### config.mk
export PLATFORM = sky130hd
export DESIGN_NAME = pre_post_trigger_capture_top
export DESIGN_NICKNAME = d
export VERILOG_FILES = /design/src/rtl/core/ptc_pkg.sv /design/src/rtl/core/ptc_front.sv /design/src/rtl/core/ptc_queue.sv /design/src/rtl/core/ptc_back.sv /design/src/rtl/core/pre_post_trigger_capture_top.sv
export SDC_FILE = /design/constraint.sdc
export NUM_CORES = 2
export LEC_CHECK = 0
export BUFFER_PORTS_ARGS = -buffer_cell sky130_fd_sc_hd__buf_2
export CAP_MARGIN = 20
export CORE_MARGIN = 5
export CORE_UTILIZATION = 32
export CTS_CLUSTER_DIAMETER = 100
export DETAILED_ROUTE_END_ITERATION = 8
export PLACE_DENSITY = 0.45
export SYNTH_ARGS = -nofsm -noshare
export SYNTH_HDL_FRONTEND = slang
export SYNTH_SLANG_ARGS = --single-unit
### constraint.sdc
create_clock -name clock -period 9.1 [get_ports clock]
set_input_delay 0.455 -clock clock [delete_from_list [all_inputs] [get_ports clock]]
set_output_delay 0.455 -clock clock [all_outputs]
set_load 0.01 [all_outputs]
### src/rtl/core/ptc_pkg.sv
// Package for the pre/post trigger capture block: payload structs, the
// command word passed from front to back end, and shared helpers. No dependencies.
package ptc_pkg;

   localparam int PreDepth   = 64;
   localparam int RecordBits = 32;
   localparam int AddrBits   = (PreDepth > 1) ? $clog2(PreDepth) : 1;
   localparam int FillBits   = $clog2(PreDepth + 1);
   localparam int QueueDepth = 4;

   localparam logic [31:0] RecMask = 32'((64'd1 << RecordBits) - 64'd1);

   localparam logic [1:0] PhaseDirect = 2'd0;
   localparam logic [1:0] PhaseDump   = 2'd1;
   localparam logic [1:0] PhasePost   = 2'd2;

   localparam logic [1:0] CsrEventMode   = 2'd0;
   localparam logic [1:0] CsrStampEnable = 2'd1;
   localparam logic [1:0] CsrPreCount    = 2'd2;
   localparam logic [1:0] CsrPostLimit   = 2'd3;

   typedef struct packed {
      logic [31:0] record;
      logic        store;
      logic        batch_last;
   } req_data_type;

   typedef struct packed {
      logic [31:0] out_record;
      logic [47:0] stamp;
      logic [1:0]  phase;
      logic        last;
   } rsp_data_type;

   typedef struct packed {
      logic        event_mode;
      logic        stamp_enable;
      logic [6:0]  pre_count;
      logic [19:0] post_count_limit;
   } cfg_type;

   typedef enum logic [1:0] {
      CmdNone,
      CmdSingle,
      CmdDump
   } cmd_kind_type;

   // One word of work for the back end: an optional ring write followed by
   // either nothing, one result, or a dump of the ring.
   typedef struct packed {
      logic                wr_en;
      logic [AddrBits-1:0] wr_addr;
      logic [31:0]         data;
      cmd_kind_type        kind;
      logic [47:0]         stamp;
      logic [1:0]          phase;
      logic                stamp_step;
      logic [AddrBits-1:0] dump_head;
      logic [FillBits-1:0] dump_count;
   } cmd_type;

   // Ring address plus an offset of at most PreDepth, wrapped into the ring.
   function automatic logic [AddrBits-1:0] ring_add(input logic [AddrBits-1:0] a,
                                                    input logic [FillBits-1:0] b);
      logic [FillBits:0] sum;
      sum = (FillBits + 1)'(a) + (FillBits + 1)'(b);
      if (sum >= (FillBits + 1)'(PreDepth)) begin
         sum = sum - (FillBits + 1)'(PreDepth);
      end
      return AddrBits'(sum);
   endfunction

endpackage

### src/rtl/core/ptc_front.sv
// Front end of the capture block: accepts sample words, keeps the sample index,
// ring pointers and post-trigger state, and issues command words. Uses ptc_pkg.
module ptc_front
   import ptc_pkg::*;
(
   input  logic         clock,
   input  logic         reset,
   input  cfg_type      cfg,
   input  logic         req_valid,
   output logic         req_stall,
   input  req_data_type req_data,
   output logic         cmd_push,
   output cmd_type      cmd_data,
   input  logic         cmd_full
);

   logic [47:0]         sample_index_ff, sample_index_in;
   logic [AddrBits-1:0] ring_head_ff, ring_head_in;
   logic [FillBits-1:0] ring_fill_ff, ring_fill_in;
   logic                post_active_ff, post_active_in;
   logic [19:0]         post_cnt_ff, post_cnt_in;
   logic                accept;

   assign req_stall = cmd_full;
   assign accept    = req_valid && !cmd_full;

   always_comb begin
      logic [47:0]         now;
      logic [47:0]         gated;
      logic [31:0]         rec;
      logic                act;
      logic [19:0]         cnt;
      logic [19:0]         cnt_next;
      logic [FillBits-1:0] cap;
      logic [FillBits-1:0] fill;
      logic [AddrBits-1:0] head;

      now      = sample_index_ff;
      gated    = cfg.stamp_enable ? now : 48'd0;
      rec      = req_data.record & RecMask;
      act      = post_active_ff;
      cnt      = post_cnt_ff;
      cnt_next = '0;
      fill     = ring_fill_ff;
      head     = ring_head_ff;
      if (32'(cfg.pre_count) > PreDepth) begin
         cap = FillBits'(PreDepth);
      end else begin
         cap = FillBits'(cfg.pre_count);
      end

      cmd_data            = '0;
      cmd_data.kind       = CmdNone;
      cmd_data.data       = rec;
      cmd_data.stamp      = gated;
      cmd_data.stamp_step = cfg.stamp_enable;

      if (!cfg.event_mode) begin
         if (req_data.store) begin
            cmd_data.kind  = CmdSingle;
            cmd_data.phase = PhaseDirect;
         end
      end else begin
         if (act && req_data.store) begin
            cnt = '0;
         end
         if (act && cnt >= cfg.post_count_limit) begin
            act = 1'b0;
            cnt = '0;
         end
         if (act) begin
            cmd_data.kind  = CmdSingle;
            cmd_data.phase = PhasePost;
            cnt_next       = cnt + 20'd1;
            if (cnt_next == 20'd0 || cnt_next >= cfg.post_count_limit) begin
               act = 1'b0;
               cnt = '0;
            end else begin
               cnt = cnt_next;
            end
         end else begin
            if (cap == '0) begin
               fill = '0;
            end else begin
               // Drop the oldest entries until the new word fits.
               if (fill >= cap) begin
                  head = ring_add(head, fill - cap + FillBits'(1));
                  fill = cap - FillBits'(1);
               end
               cmd_data.wr_en   = 1'b1;
               cmd_data.wr_addr = ring_add(head, fill);
               fill             = fill + FillBits'(1);
            end
            if (req_data.store && req_data.batch_last) begin
               if (fill != '0) begin
                  cmd_data.kind       = CmdDump;
                  cmd_data.phase      = PhaseDump;
                  cmd_data.dump_head  = head;
                  cmd_data.dump_count = fill;
                  cmd_data.stamp      = cfg.stamp_enable ?
                                        (now - 48'(fill) + 48'd1) : 48'd0;
               end
               head = ring_add(head, fill);
               fill = '0;
               cnt  = '0;
               act  = (cfg.post_count_limit != 20'd0);
            end
         end
      end

      cmd_push        = accept && (cmd_data.wr_en || cmd_data.kind != CmdNone);
      sample_index_in = sample_index_ff;
      ring_head_in    = ring_head_ff;
      ring_fill_in    = ring_fill_ff;
      post_active_in  = post_active_ff;
      post_cnt_in     = post_cnt_ff;
      if (accept) begin
         sample_index_in = now + 48'd1;
         ring_head_in    = head;
         ring_fill_in    = fill;
         post_active_in  = act;
         post_cnt_in     = cnt;
      end
   end

   always_ff @(posedge clock) begin
      if (reset) begin
         sample_index_ff <= '0;
         ring_head_ff    <= '0;
         ring_fill_ff    <= '0;
         post_active_ff  <= 1'b0;
         post_cnt_ff     <= '0;
      end else begin
         sample_index_ff <= sample_index_in;
         ring_head_ff    <= ring_head_in;
         ring_fill_ff    <= ring_fill_in;
         post_active_ff  <= post_active_in;
         post_cnt_ff     <= post_cnt_in;
      end
   end

   a_fill_bound: assert property (@(posedge clock) disable iff (reset)
      32'(ring_fill_ff) <= PreDepth)
      else $error("ring fill exceeds ring depth");

   a_cnt_idle: assert property (@(posedge clock) disable iff (reset)
      !post_active_ff |-> post_cnt_ff == 20'd0)
      else $error("post counter nonzero outside post phase");

endmodule

### src/rtl/core/ptc_queue.sv
// Short command queue between the front and back ends of the capture block.
// Uses cmd_type from ptc_pkg.
module ptc_queue
   import ptc_pkg::*;
(
   input  logic    clock,
   input  logic    reset,
   input  logic    push,
   input  cmd_type push_data,
   output logic    full,
   input  logic    pop,
   output cmd_type pop_data,
   output logic    empty
);

   localparam int PtrBits = (QueueDepth > 1) ? $clog2(QueueDepth) : 1;
   localparam int CntBits = $clog2(QueueDepth + 1);

   cmd_type             slots_ff [QueueDepth];
   logic [PtrBits-1:0]  wr_ptr_ff, wr_ptr_in;
   logic [PtrBits-1:0]  rd_ptr_ff, rd_ptr_in;
   logic [CntBits-1:0]  count_ff, count_in;

   assign full     = (count_ff == CntBits'(QueueDepth));
   assign empty    = (count_ff == '0);
   assign pop_data = slots_ff[rd_ptr_ff];

   always_comb begin
      wr_ptr_in = wr_ptr_ff;
      rd_ptr_in = rd_ptr_ff;
      count_in  = count_ff;
      if (push) begin
         wr_ptr_in = (32'(wr_ptr_ff) == QueueDepth - 1) ? '0 : wr_ptr_ff + PtrBits'(1);
      end
      if (pop) begin
         rd_ptr_in = (32'(rd_ptr_ff) == QueueDepth - 1) ? '0 : rd_ptr_ff + PtrBits'(1);
      end
      if (push && !pop) begin
         count_in = count_ff + CntBits'(1);
      end else if (pop && !push) begin
         count_in = count_ff - CntBits'(1);
      end
   end

   always_ff @(posedge clock) begin
      if (reset) begin
         wr_ptr_ff <= '0;
         rd_ptr_ff <= '0;
         count_ff  <= '0;
      end else begin
         wr_ptr_ff <= wr_ptr_in;
         rd_ptr_ff <= rd_ptr_in;
         count_ff  <= count_in;
      end
   end

   always_ff @(posedge clock) begin
      if (push) begin
         slots_ff[wr_ptr_ff] <= push_data;
      end
   end

   a_no_overflow: assert property (@(posedge clock) disable iff (reset)
      !(push && full && !pop))
      else $error("command queue written while full");

endmodule

### src/rtl/core/ptc_back.sv
// Back end of the capture block: holds the pre-trigger ring memory, carries out
// command words and drives the registered result channel. Uses ptc_pkg.
module ptc_back
   import ptc_pkg::*;
(
   input  logic         clock,
   input  logic         reset,
   input  cmd_type      cmd_data,
   input  logic         cmd_empty,
   output logic         cmd_pop,
   output logic         rsp_valid,
   input  logic         rsp_stall,
   output rsp_data_type rsp_data
);

   typedef enum logic [1:0] {
      StIdle,
      StRead,
      StShow
   } state_type;

   logic [31:0]         ring_mem [PreDepth];
   logic [31:0]         rd_data_ff;

   state_type           state_ff, state_in;
   logic [AddrBits-1:0] rd_addr_ff, rd_addr_in;
   logic [FillBits-1:0] remain_ff, remain_in;
   logic [47:0]         stamp_ff, stamp_in;
   logic                step_ff, step_in;
   logic                rsp_valid_ff, rsp_valid_in;
   rsp_data_type        rsp_data_ff, rsp_data_in;
   logic                out_free;

   assign out_free  = !rsp_valid_ff || !rsp_stall;
   assign rsp_valid = rsp_valid_ff;
   assign rsp_data  = rsp_data_ff;
   assign cmd_pop   = (state_ff == StIdle) && !cmd_empty &&
                      (cmd_data.kind == CmdNone || out_free);

   always_comb begin
      state_in     = state_ff;
      rd_addr_in   = rd_addr_ff;
      remain_in    = remain_ff;
      stamp_in     = stamp_ff;
      step_in      = step_ff;
      rsp_valid_in = rsp_valid_ff && rsp_stall;
      rsp_data_in  = rsp_data_ff;
      unique case (state_ff)
         StIdle: begin
            if (cmd_pop) begin
               unique case (cmd_data.kind)
                  CmdSingle: begin
                     rsp_valid_in           = 1'b1;
                     rsp_data_in.out_record = cmd_data.data;
                     rsp_data_in.stamp      = cmd_data.stamp;
                     rsp_data_in.phase      = cmd_data.phase;
                     rsp_data_in.last       = 1'b1;
                  end
                  CmdDump: begin
                     state_in   = StRead;
                     rd_addr_in = cmd_data.dump_head;
                     remain_in  = cmd_data.dump_count;
                     stamp_in   = cmd_data.stamp;
                     step_in    = cmd_data.stamp_step;
                  end
                  default: begin
                  end
               endcase
            end
         end
         StRead: begin
            state_in = StShow;
         end
         StShow: begin
            if (out_free) begin
               rsp_valid_in           = 1'b1;
               rsp_data_in.out_record = rd_data_ff;
               rsp_data_in.stamp      = stamp_ff;
               rsp_data_in.phase      = PhaseDump;
               rsp_data_in.last       = (remain_ff == FillBits'(1));
               stamp_in               = stamp_ff + 48'(step_ff);
               rd_addr_in             = ring_add(rd_addr_ff, FillBits'(1));
               remain_in              = remain_ff - FillBits'(1);
               state_in               = (remain_ff == FillBits'(1)) ? StIdle : StRead;
            end
         end
         default: begin
            state_in = StIdle;
         end
      endcase
   end

   always_ff @(posedge clock) begin
      if (reset) begin
         state_ff     <= StIdle;
         rd_addr_ff   <= '0;
         remain_ff    <= '0;
         stamp_ff     <= '0;
         step_ff      <= 1'b0;
         rsp_valid_ff <= 1'b0;
         rsp_data_ff  <= '0;
      end else begin
         state_ff     <= state_in;
         rd_addr_ff   <= rd_addr_in;
         remain_ff    <= remain_in;
         stamp_ff     <= stamp_in;
         step_ff      <= step_in;
         rsp_valid_ff <= rsp_valid_in;
         rsp_data_ff  <= rsp_data_in;
      end
   end

   // Ring memory: one write port fed by commands, one registered read port.
   always_ff @(posedge clock) begin
      if (cmd_pop && cmd_data.wr_en) begin
         ring_mem[cmd_data.wr_addr] <= cmd_data.data;
      end
      if (state_ff == StRead) begin
         rd_data_ff <= ring_mem[rd_addr_ff];
      end
   end

   a_dump_count: assert property (@(posedge clock) disable iff (reset)
      state_ff != StIdle |-> remain_ff != '0)
      else $error("ring dump running with nothing left to send");

endmodule

### src/rtl/core/pre_post_trigger_capture_top.sv
// With the back end idle, a single result word passes through the command queue and the output
// register on its way to rsp_data; a ring dump adds a ring memory read before its first word.
// Throughput: one sample word per cycle while only single results are produced and rsp_stall
// stays low; a dump holds the back end in its read and show states (one
// memory read and one output load per entry) while the four-entry queue lets the front run on.
// Reset is synchronous, active high, and clears all control state but not the ring memory.
module pre_post_trigger_capture_top
   import ptc_pkg::*;
(
   input  logic         clock,
   input  logic         reset,
   input  logic         req_valid,
   output logic         req_stall,
   input  req_data_type req_data,
   output logic         rsp_valid,
   input  logic         rsp_stall,
   output rsp_data_type rsp_data,
   input  logic         csr_valid,
   output logic         csr_ready,
   input  logic [1:0]   csr_index,
   input  logic [19:0]  csr_wdata
);

   cfg_type cfg_ff, cfg_in;
   logic    cmd_push;
   logic    cmd_pop;
   logic    cmd_full;
   logic    cmd_empty;
   cmd_type cmd_push_data;
   cmd_type cmd_pop_data;

   assign csr_ready = 1'b1;

   always_comb begin
      cfg_in = cfg_ff;
      if (csr_valid) begin
         unique case (csr_index)
            CsrEventMode:   cfg_in.event_mode       = csr_wdata[0];
            CsrStampEnable: cfg_in.stamp_enable     = csr_wdata[0];
            CsrPreCount:    cfg_in.pre_count        = csr_wdata[6:0];
            CsrPostLimit:   cfg_in.post_count_limit = csr_wdata;
            default: begin
            end
         endcase
      end
   end

   always_ff @(posedge clock) begin
      if (reset) begin
         cfg_ff <= '0;
      end else begin
         cfg_ff <= cfg_in;
      end
   end

   ptc_front u_front (
      .clock     (clock),
      .reset     (reset),
      .cfg       (cfg_ff),
      .req_valid (req_valid),
      .req_stall (req_stall),
      .req_data  (req_data),
      .cmd_push  (cmd_push),
      .cmd_data  (cmd_push_data),
      .cmd_full  (cmd_full)
   );

   ptc_queue u_queue (
      .clock     (clock),
      .reset     (reset),
      .push      (cmd_push),
      .push_data (cmd_push_data),
      .full      (cmd_full),
      .pop       (cmd_pop),
      .pop_data  (cmd_pop_data),
      .empty     (cmd_empty)
   );

   ptc_back u_back (
      .clock     (clock),
      .reset     (reset),
      .cmd_data  (cmd_pop_data),
      .cmd_empty (cmd_empty),
      .cmd_pop   (cmd_pop),
      .rsp_valid (rsp_valid),
      .rsp_stall (rsp_stall),
      .rsp_data  (rsp_data)
   );

endmodule

Word-level counts from Yosys, hierarchy flattened. Memory sizes are Yosys's and may differ from the RTL's. A register that Yosys moved wholly into a read port is not among the register bits. Index checks and enable logic that the tools add are counted. Widths: inputs -> output; s select.

Output and inout bits: 86. ROM bits: 0. RAM bits: 2468. Bits in registers: 266. Latch bits: 0. Word-level logic and storage cells: 198. Memories kept: 2.

Bitwise gates (word level): 1. Equal/unequal tests: 15. Reductions and logical operators: 42. $add $sub $neg: 22. Shifts and indexed selects: 0. Multiply operators: 0. Magnitude comparators: 8. Multiplexer cells: 86. Divide/modulo/power cells: 0.

Memories: u_back.ring_mem (words 64, bits a word 32, rd ports 1, clocked after Yosys merged registers in 1, write ports 1, RTL line ptc_back.sv:22) `logic [31:0] ring_mem [PreDepth];`; u_queue.slots_ff (words 4, bits a word 105, rd ports 1, clocked after Yosys merged registers in 1, write ports 1, RTL line ptc_queue.sv:19) `cmd_type slots_ff [QueueDepth];`.

Operators by type and width (count): $mux 48 (7); $mux 83 (3); $pmux 83 s2 (1); $mux 20 (7); $mux 7 (15); $mux 52 (2); $add 48x1->48 const B (2); $pmux 48 s2 (1); $mux 6 (15); $mux 13 (4); $add 48x1->48 (1); $sub 48x7->48 (1); $ge 20x20->1 (2); $add 6x7->8 (3); $ge 8x7->1 const B (3); $sub 6x1->6 const B (4); $mux 2 (11); $add 20x1->20 const B (1); $logic_not 20->1 (1); $reduce_bool 20->1 (1); $add 7x1->7 const B (2); $mux 1 (14); $pmux 7 s2 (1); $sub 7x1->7 const B (2); 30 further kinds (70).

Longest topological paths before layout.
Depth after elaboration: 27. Depth in mapped cells: 29.

Hierarchy. A second synthesis with hierarchy kept.

Cell total of the unflattened synthesis: 6765. Area total of the unflattened synthesis: 115121.7 um2.

Modules (own cells, without submodules): ptc_back (sequential area each 65422.7 um2, cells an instance 4483, instances 1, area an instance 86813.3 um2); ptc_queue (sequential area each 12792.3 um2, cells an instance 593, instances 1, area an instance 15597.5 um2); ptc_front (sequential area each 1641.6 um2, cells an instance 1567, instances 1, area an instance 11417.2 um2); pre_post_trigger_capture_top (sequential area each 580.6 um2, cells an instance 122, instances 1, area an instance 1293.7 um2).

Worst setup path after synthesis. No wires, ideal clock.

Path type: flip-flop to flip-flop. Start: register cfg_ff[26] (netlist bit). End: memory u_queue.slots_ff[0][63] (netlist bit), data pin. Buffers on the path: 2. Cell stages (with the launch flop): 28. Slack: 2805 ps. Clock period less this slack: 6295 ps. Data arrival time: 6112 ps. Cells stage by stage: dfxtp_1 inv_2 nand2_1 ha_1 inv_1 fa_1 a21oi_1 a21o_1 buf_2 buf_1 nor2_1 a21oi_1 ha_1 inv_1 o41a_1 a21oi_2 mux2i_1 ha_1 ha_1 a21oi_1 a21o_1 a311oi_1 o31a_1 a2111oi_2 o21ai_1 a31oi_1 mux2i_1 mux2i_1.

RTL lines: start, declared (RTL line pre_post_trigger_capture_top.sv:24) `cfg_type cfg_ff, cfg_in;`; start signal, assigned (RTL line pre_post_trigger_capture_top.sv:52) `cfg_ff <= cfg_in;`; end, declared (RTL line ptc_queue.sv:19).

==> summary.md <==
| Metric | Value |
|---|---|
| Clk_skew | a little over 80 ps |
| Util after Layout | 0.3715 |
| Pleak | 0.04119 uW |
| Via count | 58,950 |
| CTS root buffer | clkbuf_16 |
| Final Slew Violations | 0 |
| Nets | 6,762 |
| WP data required | around 10000 ps |
| Synth top area cells | edfxtp_1 66%, mux4_2 15%, dfxtp_1 4.8% |
| Post-CTS sizing | 0 |
| Latest clock arrival within the worst-skew pair | approximately 900 ps |
| Initial Utilization | 0.3206 |
| Status | finished clean |
| DRT antenna net count | 0 |
| CP Buf/Inv Count | 3 |
| Worst rel slew slack | 0.2311 |
| RR Endpoint | u_queue.slots_ff[0][61]$_DFFE_PP_ |
| Post-synth top area cell | edfxtp_1 |
| RSZ-0062 raised after global routing | false |
| EDFF count, synth | 2,496 |
| # setup viols final | 0 |
| Avg Inst Size Synth | 18.28 um^2 |
| GPL Wtd Cong | 0.8230 |
| Largest net degree at the start of global routing | 170 |
| CTS sink cnt | 2,764 |
| Post-Synth Adder-Cell Area | 0.02075 |
| CP Launch Type | flip-flop |
| WHS Endpoint | u_front.sample_index_ff[1]$_SDFFE_PP0P_ |
| Worst hold start | req_valid |
| Die Y | 604.0 um |
| Final period util | 0.8391 |
| PwrDens | 286.9 nW/um^2 |
| Syn-to-layout area delta | 15.88% |
| H-tree Lvls | 5 |
| Placed Cells | 10,870 |
| Slowest cell on the critical path | a311oi_1 |
| # rows | 218 |
| Fmax achieved | around 130 MHz |
| Clk slew on worst S/H paths | ~60 ps |
| Cells after Synth | 6,177 |
| Synth top area share | 0.6639 |
| Global route overflow | 0 |
| Vias in the first global route | 60,640 |
| # DRC | 0 |
| FF+latch count, synth | 2,764 |
| Crit end category | flip-flop |
| Final Instance Count excl. Fillers | 11,520 |
| IO buf count | between 100 and 150 |
| Seq/Total Area, Yosys | 0.7114 |
| DRT Wirelength | 308.9 mm |
| Die X | 604.0 um |
| Antenna violations before repair | 32 |
| Cell mode on critical path | ha_1 |
| Largest family of logic cells by synthesized area | multiplexers |
| # IOs | 147 |
| Yosys warning count | 0 |
| Crit-path leading delay family | compound AO/OA/AOI/OAI gates |
| Synth cell types | 87 |
| XOR/XNOR Fraction of Synth Area | 0.009620 |
| 1st-iter DRT viols | 4,576 |
| Final Hold Viols | 0 |
| Max-cap viol count | 0 |
| Max IR drop VDD | 194.8 uV |
| Kind of critical path | flip-flop to flip-flop |
| Class of the worst hold path | primary input to flip-flop |
| Reg2Reg Depth | 25 |
| R2R setup slack | 1460 ps |
| Critical path's largest stage delay | 850 ps |
| # Post-CTS Setup Buffers | 0 |
| Synth Area in Compound Gates | 0.03841 |
| Layout cells sized above 1 | 0.2395 |
| TritonCTS clock tree | done |
| Total CTS buffers | 314 |
| Simple-Gate Fraction of Synth Area | 0.04638 |
| Drt wl/cell | 26.83 um |
| Clock tree buffer depth | 4 |
| Max FO, Critical Path | 22 |
| Post-layout min period | 7636 ps |
| Length of the first detailed-routing pass in iterations | 5 |
| Mean number of vias per cell | between 5 and 6 |
| CP arrival | between 8000 and 9000 ps |
| First-pass GRT wire length | ~440 mm |
| Die area | 364,800 um^2 |
| Post-Syn Nets | 6,421 |
| All-layer global routing usage | 0.1657 |
| Post-synth top flop | edfxtp_1 |
| Least-Margin Pin Slew | 1151 ps |
| Mux cell area share after synthesis | 0.1573 |
| Core region area | 352,100 um^2 |
| Crit Reg-Reg Startpoint | cfg_ff[26]$_SDFFE_PP0P_ |
| Mapped cell area | 112,900 um^2 |
| Setup tns final | 0 ps |
| Post-synth ARST share | 0 |
| Hold Crit Depth | 4 |
| DP HPWL | around 180 mm |
-- how the worst max path moves through the flow --
stage | startpoint | end | slack, ps | cells after the start
after floorplan | cfg_ff[26]$_SDFFE_PP0P_ | u_queue.slots_ff[0][63]$_DFFE_PP_ | 2800 | 27
after global placement | cfg_ff[26]$_SDFFE_PP0P_ | u_queue.slots_ff[0][55]$_DFFE_PP_ | 1620 | 25
after detailed placement | cfg_ff[26]$_SDFFE_PP0P_ | u_queue.slots_ff[0][63]$_DFFE_PP_ | 1550 | 25
after CTS | cfg_ff[26]$_SDFFE_PP0P_ | u_queue.slots_ff[0][63]$_DFFE_PP_ | 1540 | 25
after global routing | cfg_ff[26]$_SDFFE_PP0P_ | u_queue.slots_ff[0][63]$_DFFE_PP_ | 810 | 25
final | cfg_ff[26]$_SDFFE_PP0P_ | u_queue.slots_ff[0][61]$_DFFE_PP_ | 1460 | 25
-- cell type report --
class / instances / area, um^2
inverter: 135 / 511.7
multi-input combinational: 2945 / 31300
antenna: 8 / 20.02
tap: 4730 / 5918
fill: 32530 / 221300
sequential: 2764 / 80340
clock inverter: 168 / 1735
timing repair buffer: 358 / 2597
clock buffer: 407 / 8404
-- kinds of logic after synthesis --
group,count (synthesis)
other,1
AO/OA/AOI/OAI,671
adder cells (fa/ha/maj),183
flip-flops,2764
multiplexers,805
buffers and inverters,468
XOR/XNOR,124
AND/OR/NAND/NOR,1161
-- synth_stat cells (12+ instances only) --
cell	n
inv_1	132
nor4_1	18
xnor2_1	89
and3_1	26
ha_1	176
o22ai_1	12
nand4_1	42
a21oi_1	241
a31oi_1	16
nand2_1	341
and2_1	55
nand3_1	73
a21o_1	58
mux2i_1	28
nor2b_1	14
mux4_2	775
a211oi_1	65
o31ai_1	13
nor2_1	448
or3_1	17
o21ai_0	103
clkbuf_1	263
edfxtp_1	2496
o21bai_1	12
nor3_1	62
nand2b_1	12
a311oi_1	68
dfxtp_1	268
a22oi_1	13
buf_2	22
xor2_1	35
buf_1	43
-- flip-flops by register name, indices dropped and copies added (netlist names), 7 cells and up, named ones only --
name	cells
u_queue.slots_ff	416
u_back.stamp_ff	48
u_front.sample_index_ff	48
cfg_ff	29
u_back.ring_mem	2048
u_front.post_cnt_ff	20
u_back.rsp_data	83
u_back.remain_ff	7
u_back.rd_data_ff	32
u_front.ring_fill_ff	7
-- worst min-delay path, stage by stage --
cell     delay [ps]
buf_2           180
nand2_1         100
nand2_1          50
a21oi_1         120
-- per-stage QoR --
step | total power [uW] | setup WS (ps) | hold WS, ps | cell area (um^2)
floorplan | 21780 | 2805 | 449.0 | 112900
global placement | 25310 | 1620 | 460.3 | 120100
detailed placement | 25450 | 1546 | 468.3 | 120100
CTS | 38120 | 1540 | 30.49 | 130800
global route | 39220 | 809.5 | 75.17 | 130800
finish | 37530 | 1464 | 124.9 | 130800
-- where the power goes --
group / switching, uW / internal, uW / leakage (uW)
Clock: 5150 / 7370 / 0.00494
Combinational: 5460 / 3340 / 0.0115
Sequential: 540 / 15700 / 0.0248
Total: 11200 / 26400 / 0.0412
-- cell usage in the layout (no fill, tap or decap), drive strengths merged, types with 89 or more instances in the layout --
master,Yosys,layout
dfxtp,268,268
edfxtp,2496,2496
buf,69,301
clkbuf,264,407
nand2,341,341
o21ai,107,107
clkinv,0,117
a21oi,242,242
xnor2,89,89
inv,135,150
nor2,449,449
mux4,775,775
ha,176,176
-- metal layers --
layer / GRT usage / routed length (um) / up-vias
met5: 0 / 0 / -
met4: 0.04409 / 8589 / 0
met3: 0.02859 / 14930 / 447
met2: 0.2768 / 151500 / 1285
met1: 0.2239 / 133900 / 31600
li1: - / - / 25620
-- what timing repair did --
action,CTS,global route
endpoints found under the hold margin,178,0
setup endpoints to repair,0,0
hold buffers,57,0
Note: power is estimated with default switching activity, not from simulation.
